===== config.mk =====
export PLATFORM = sky130hd
export DESIGN_NAME = dfwps_accum
export DESIGN_NICKNAME = d
export VERILOG_FILES = /design/src/hw/rtl/dfwps_pkg.sv /design/src/hw/rtl/dfwps_accum.sv
export SDC_FILE = /design/constraint.sdc
export NUM_CORES = 2
export LEC_CHECK = 0
export BUFFER_PORTS_ARGS = -buffer_cell sky130_fd_sc_hd__buf_2
export CORE_MARGIN = 2
export CORE_UTILIZATION = 59
export CTS_CLUSTER_DIAMETER = 120
export DETAILED_ROUTE_END_ITERATION = 10
export GPL_TIMING_DRIVEN = 0
export MAX_ROUTING_LAYER = met4
export PLACE_DENSITY = 0.82
export SETUP_SLACK_MARGIN = 0.15
export SLEW_MARGIN = 20
export SYNTH_ARGS = -nofsm -noshare
export SYNTH_HDL_FRONTEND = slang
export SYNTH_SLANG_ARGS = --single-unit

===== constraint.sdc =====
create_clock -name clock -period 8.2 [get_ports clock]
set_input_delay 1.64 -clock clock [delete_from_list [all_inputs] [get_ports clock]]
set_output_delay 1.64 -clock clock [all_outputs]
set_load 0.005 [all_outputs]

===== src/hw/rtl/dfwps_pkg.sv =====
`default_nettype none
package dfwps_pkg;

   localparam int KIND_WIDTH  = 2;
   localparam int POS_WIDTH   = 12;
   localparam int DELTA_WIDTH = 32;
   localparam int SUM_WIDTH   = 64;
   // signed delta times unsigned position
   localparam int PROD_WIDTH  = DELTA_WIDTH + POS_WIDTH + 1;

   localparam logic [KIND_WIDTH-1:0] KIND_ADD   = 2'd0;
   localparam logic [KIND_WIDTH-1:0] KIND_QUERY = 2'd1;
   localparam logic [KIND_WIDTH-1:0] KIND_CLEAR = 2'd2;

   localparam logic STATUS_DONE     = 1'b0;
   localparam logic STATUS_ZERO_POS = 1'b1;

   typedef enum logic [1:0] {
      ST_CLEAR,
      ST_IDLE,
      ST_WALK,
      ST_FINISH
   } state_type;

   typedef struct packed {
      logic load;        // item accepted: capture operands, zero sums
      logic add_mode;    // adder takes the item operands
      logic accumulate;  // adder result goes into the sums
   } accum_ctrl_type;

endpackage
`default_nettype wire


===== src/hw/rtl/dfwps_accum.sv =====
`default_nettype none
module dfwps_accum (
   input  wire logic                                 clock,
   input  wire dfwps_pkg::accum_ctrl_type            ctrl,
   input  wire logic signed [dfwps_pkg::DELTA_WIDTH-1:0] delta,
   input  wire logic [dfwps_pkg::POS_WIDTH-1:0]      position,
   input  wire logic [dfwps_pkg::SUM_WIDTH-1:0]      rd_count,
   input  wire logic [dfwps_pkg::SUM_WIDTH-1:0]      rd_weight,
   output logic      [dfwps_pkg::SUM_WIDTH-1:0]      sum_count,
   output logic      [dfwps_pkg::SUM_WIDTH-1:0]      sum_weight,
   output logic      [dfwps_pkg::SUM_WIDTH-1:0]      acc_count,
   output logic      [dfwps_pkg::SUM_WIDTH-1:0]      acc_weight
);

   localparam int SW = dfwps_pkg::SUM_WIDTH;
   localparam int PW = dfwps_pkg::PROD_WIDTH;
   localparam int DW = dfwps_pkg::DELTA_WIDTH;

   logic signed [PW-1:0] prod;
   logic [SW-1:0] d_ff, d_in;
   logic [SW-1:0] w_ff, w_in;
   logic [SW-1:0] acc_c_ff, acc_c_in;
   logic [SW-1:0] acc_w_ff, acc_w_in;
   logic [SW-1:0] op_c, op_w;

   assign prod = delta * $signed({1'b0, position});

   // one shared adder pair: tree update in add walks, running sum in queries
   assign op_c       = ctrl.add_mode ? d_ff : acc_c_ff;
   assign op_w       = ctrl.add_mode ? w_ff : acc_w_ff;
   assign sum_count  = rd_count + op_c;
   assign sum_weight = rd_weight + op_w;

   always_comb begin
      d_in     = d_ff;
      w_in     = w_ff;
      acc_c_in = acc_c_ff;
      acc_w_in = acc_w_ff;
      if (ctrl.load) begin
         d_in     = {{(SW-DW){delta[DW-1]}}, delta};
         w_in     = {{(SW-PW){prod[PW-1]}}, prod};
         acc_c_in = '0;
         acc_w_in = '0;
      end else if (ctrl.accumulate) begin
         acc_c_in = sum_count;
         acc_w_in = sum_weight;
      end
   end

   always_ff @(posedge clock) begin
      d_ff     <= d_in;
      w_ff     <= w_in;
      acc_c_ff <= acc_c_in;
      acc_w_ff <= acc_w_in;
   end

   assign acc_count  = acc_c_ff;
   assign acc_weight = acc_w_ff;

endmodule
`default_nettype wire


==> impl_metrics.py <==
metrics = {
    "global_route": {
        "overflow": 0,
        "grt_use_total": 0.3930,
        "grt_pass1_wl_um": 145500,
        "antenna_found_initial": 14,
        "first_global_vias": 25010,
        "grt_max_degree": 56,
    },
    "cells_and_area": {
        "final_cells": 4358,
        "final_util": 0.6785,
        "fill_cells": 4095,
        "drive_gt1_frac": 0.1629,
        "final_cell_mix": "inv_1, buf_2, fa_1",
        "layout.nets": 4457,
        "final_common_cell": "inv_1",
        "area_delta_synth_final_pct": 13.85,
    },
    "synthesis": {
        "async_flop_share": 0,
        "yosys_warnings": 0,
        "yosys.area.top_type_share": 0.2397,
        "syn_nets": 3997,
        "avgSynthCellArea_um2": 8.721,
        "ys_types": 82,
        "synthCells": 3256,
        "synth_area_leader_cell": "fa_1",
        "ys_seq_area_frac": 0.1717,
        "yosys-top-cells-area": "fa_1, ha_1, dfxtp_1",
        "synth_edf_count": 77,
        "synth_seq_cells": 205,
        "netlist_area_mm2": 0.02840,
        "synth_flop_cell": "dfxtp_1",
    },
    "route": {
        "routed_wl_um": 95590,
        "avgRoutedWirePerCell_um": 21.93,
        "vias_per_cell": 5.860,
        "drcViolationCount": 0,
        "drtAntennaViolNets": 0,
        "drt_iter0_markers": 2229,
        "dr_total_vias": 25537,
        "dr.pass1.iters": 6,
    },
    "placed_design": {
        "place_hpwl_um": 80060,
        "portBuffers": 430,
        "dp.cells": 4302,
        "gp_congestion": 1.030,
    },
    "power": {
        "power.density_mw_per_mm2": 404.1,
        "leakage_uw": 0.01634,
        "peakVddDrop_v": 0.0003070,
        "power.total_uw": 13060,
    },
    "clock_network": {
        "htreeDepth": 1,
        "cts_max_path_buffers": 3,
        "tritoncts": "done",
        "clock-sinks": 205,
        "worst_skew_pair.late_latency_ns": 0.54,
        "cts.reportedPaths.clkPinSlew_ns": 0.06,
        "cts_made_buffers": 23,
        "cts-root-buf": "clkbuf_16",
    },
    "critical_path": {
        "r2r_start": "d_ff[31]",
        "crit_type": "in2out",
        "crit_start": "ctrl[1]",
        "r2r_cells": 17,
        "startpoint_type": "primary input",
        "crit_arrival_ns": 6.30,
        "crit_path_max_fanout": 10,
        "critical_path_required_ns": 6.56,
        "end_kind": "output pin",
    },
    "die": {
        "core_area_mm2": 0.04765,
        "start_util": 0.5960,
        "pin_count": 432,
        "fp.dieH_um": 223.4,
        "rows": 80,
        "die_w_um": 223.4,
        "die_area_mm2": 0.04990,
    },
    "timing": {
        "worstMarginPinSlew_ns": 1.224,
        "period_share": 0.9687,
        "clock.fmax_mhz": 125.9,
        "relSlewSlack": 0.1838,
        "rsz0062_at_grt": "true",
        "final-setup-viol-count": 0,
        "clock_skew_ns": 0.01533,
        "hold_viol": 0,
        "finalMaxSlewViolations": 0,
        "finalCriticalPeriod_ns": 7.943,
    },
    "status": {
        "status": "completed",
    },
    "min_path": {
        "holdPathStages": 2,
        "hp-start": "acc_count[39]",
        "hold_path.class": "reg2reg",
    },
    "job": {
        "drv_cap": 0,
    },
}
-- where the power goes --
group	switching, uW	leakage, uW	internal, uW
clock	441	0.000376	647
combinational	5780	0.0142	4250
sequential	212	0.00181	1730
-- critical path, stage by stage --
cell,delay (ns)
buf_2,0.13
clkbuf_4,0.29
clkbuf_4,0.35
mux2i_1,0.32
inv_1,0.08
ha_1,0.30
a211oi_1,0.07
nor2_1,0.24
o31ai_1,0.15
o21ai_0,0.55
a22oi_2,0.22
o31ai_1,0.44
nor4_1,0.11
o21ai_1,0.36
a31oi_1,0.22
o31a_1,0.37
xnor2_1,0.26
buf_2,0.17
-- area by class of cell --
| class | instances | area, um^2 | area share |
|---|---|---|---|
| Multi-Input combinational cell | 2402 | 21180 | 0.6552 |
| Sequential cell | 205 | 4875 | 0.1508 |
| Timing Repair Buffer | 437 | 2227 | 0.06889 |
| Inverter | 489 | 1836 | 0.05677 |
| Tap cell | 615 | 769.5 | 0.02380 |
| Clock buffer | 33 | 654.4 | 0.02024 |
| Buffer | 158 | 640.6 | 0.01981 |
| Clock inverter | 8 | 116.4 | 0.003599 |
| Antenna cell | 11 | 27.53 | 0.0008514 |
-- flip-flops by register name, summed over array words and instances, names as in the netlist --
register	cells
w_ff	45
acc_weight	64
acc_count	64
d_ff	32
-- cells by family after synthesis --
group,count (synthesis),share of synthesized area
AOI/OAI and AO/OA,600,0.1358
and+or+nand+nor,894,0.1508
adders and majority gates,565,0.3388
buffers and inverters,649,0.08605
muxes,177,0.06561
DFF,205,0.1717
xor gates and xnor gates,166,0.05120
-- worst paths after layout --
kind / endpoint / slack, ns
max reg2reg: acc_count[62] / 3.52
min reg2reg: acc_count[39] / 0.49
min: acc_count[39] / 0.49
max: sum_weight[57] / 0.26
-- cell usage after synthesis (9+ instances only) --
cell,count
mux2_2,73
dfxtp_1,128
nand2_1,337
ha_1,225
nor2_1,185
nor2b_1,24
a21oi_1,172
mux2i_1,104
buf_1,9
fa_1,340
xnor2_1,109
o21a_1,21
inv_1,489
o21ai_0,134
nand2b_1,23
o31ai_1,17
nand3_1,31
nor3_1,23
a211oi_1,18
and2_1,173
clkbuf_1,147
o21bai_1,26
and3_1,22
nand4_1,31
a31oi_1,23
edfxtp_1,77
a21o_1,95
xor2_1,57
-- per-layer routing --
layer	wire length, um	share of wire	global-route usage
met2	43310	0.45	0.6148
met1	37440	0.39	0.4906
met3	8970	0.094	0.06888
met5	0	0	-
met4	5871	0.061	0.2054
-- timing repair --
item	CTS	global route
setup buffers	1	5
resized for setup	16	48
pin swaps	0	6
setup endpoints to repair	58	16
hold buffers	0	0
-- metrics by stage --
stage          hold WS [ns]  instance area (um^2)  setup TNS [ns]  setup WS [ns]
6_report             0.4882                 32330               0         0.2570
5_1_grt              0.5213                 32320               0         0.1115
4_1_cts              0.4866                 32180               0        0.08944
3_5_place_dp         0.4757                 31350          -15.98        -0.8894
3_3_place_gp         0.4720                 31320          -16.47        -0.9573
2_1_floorplan        0.4653                 28400               0         0.8600
No activity file was read; power rests on OpenSTA's default activity.
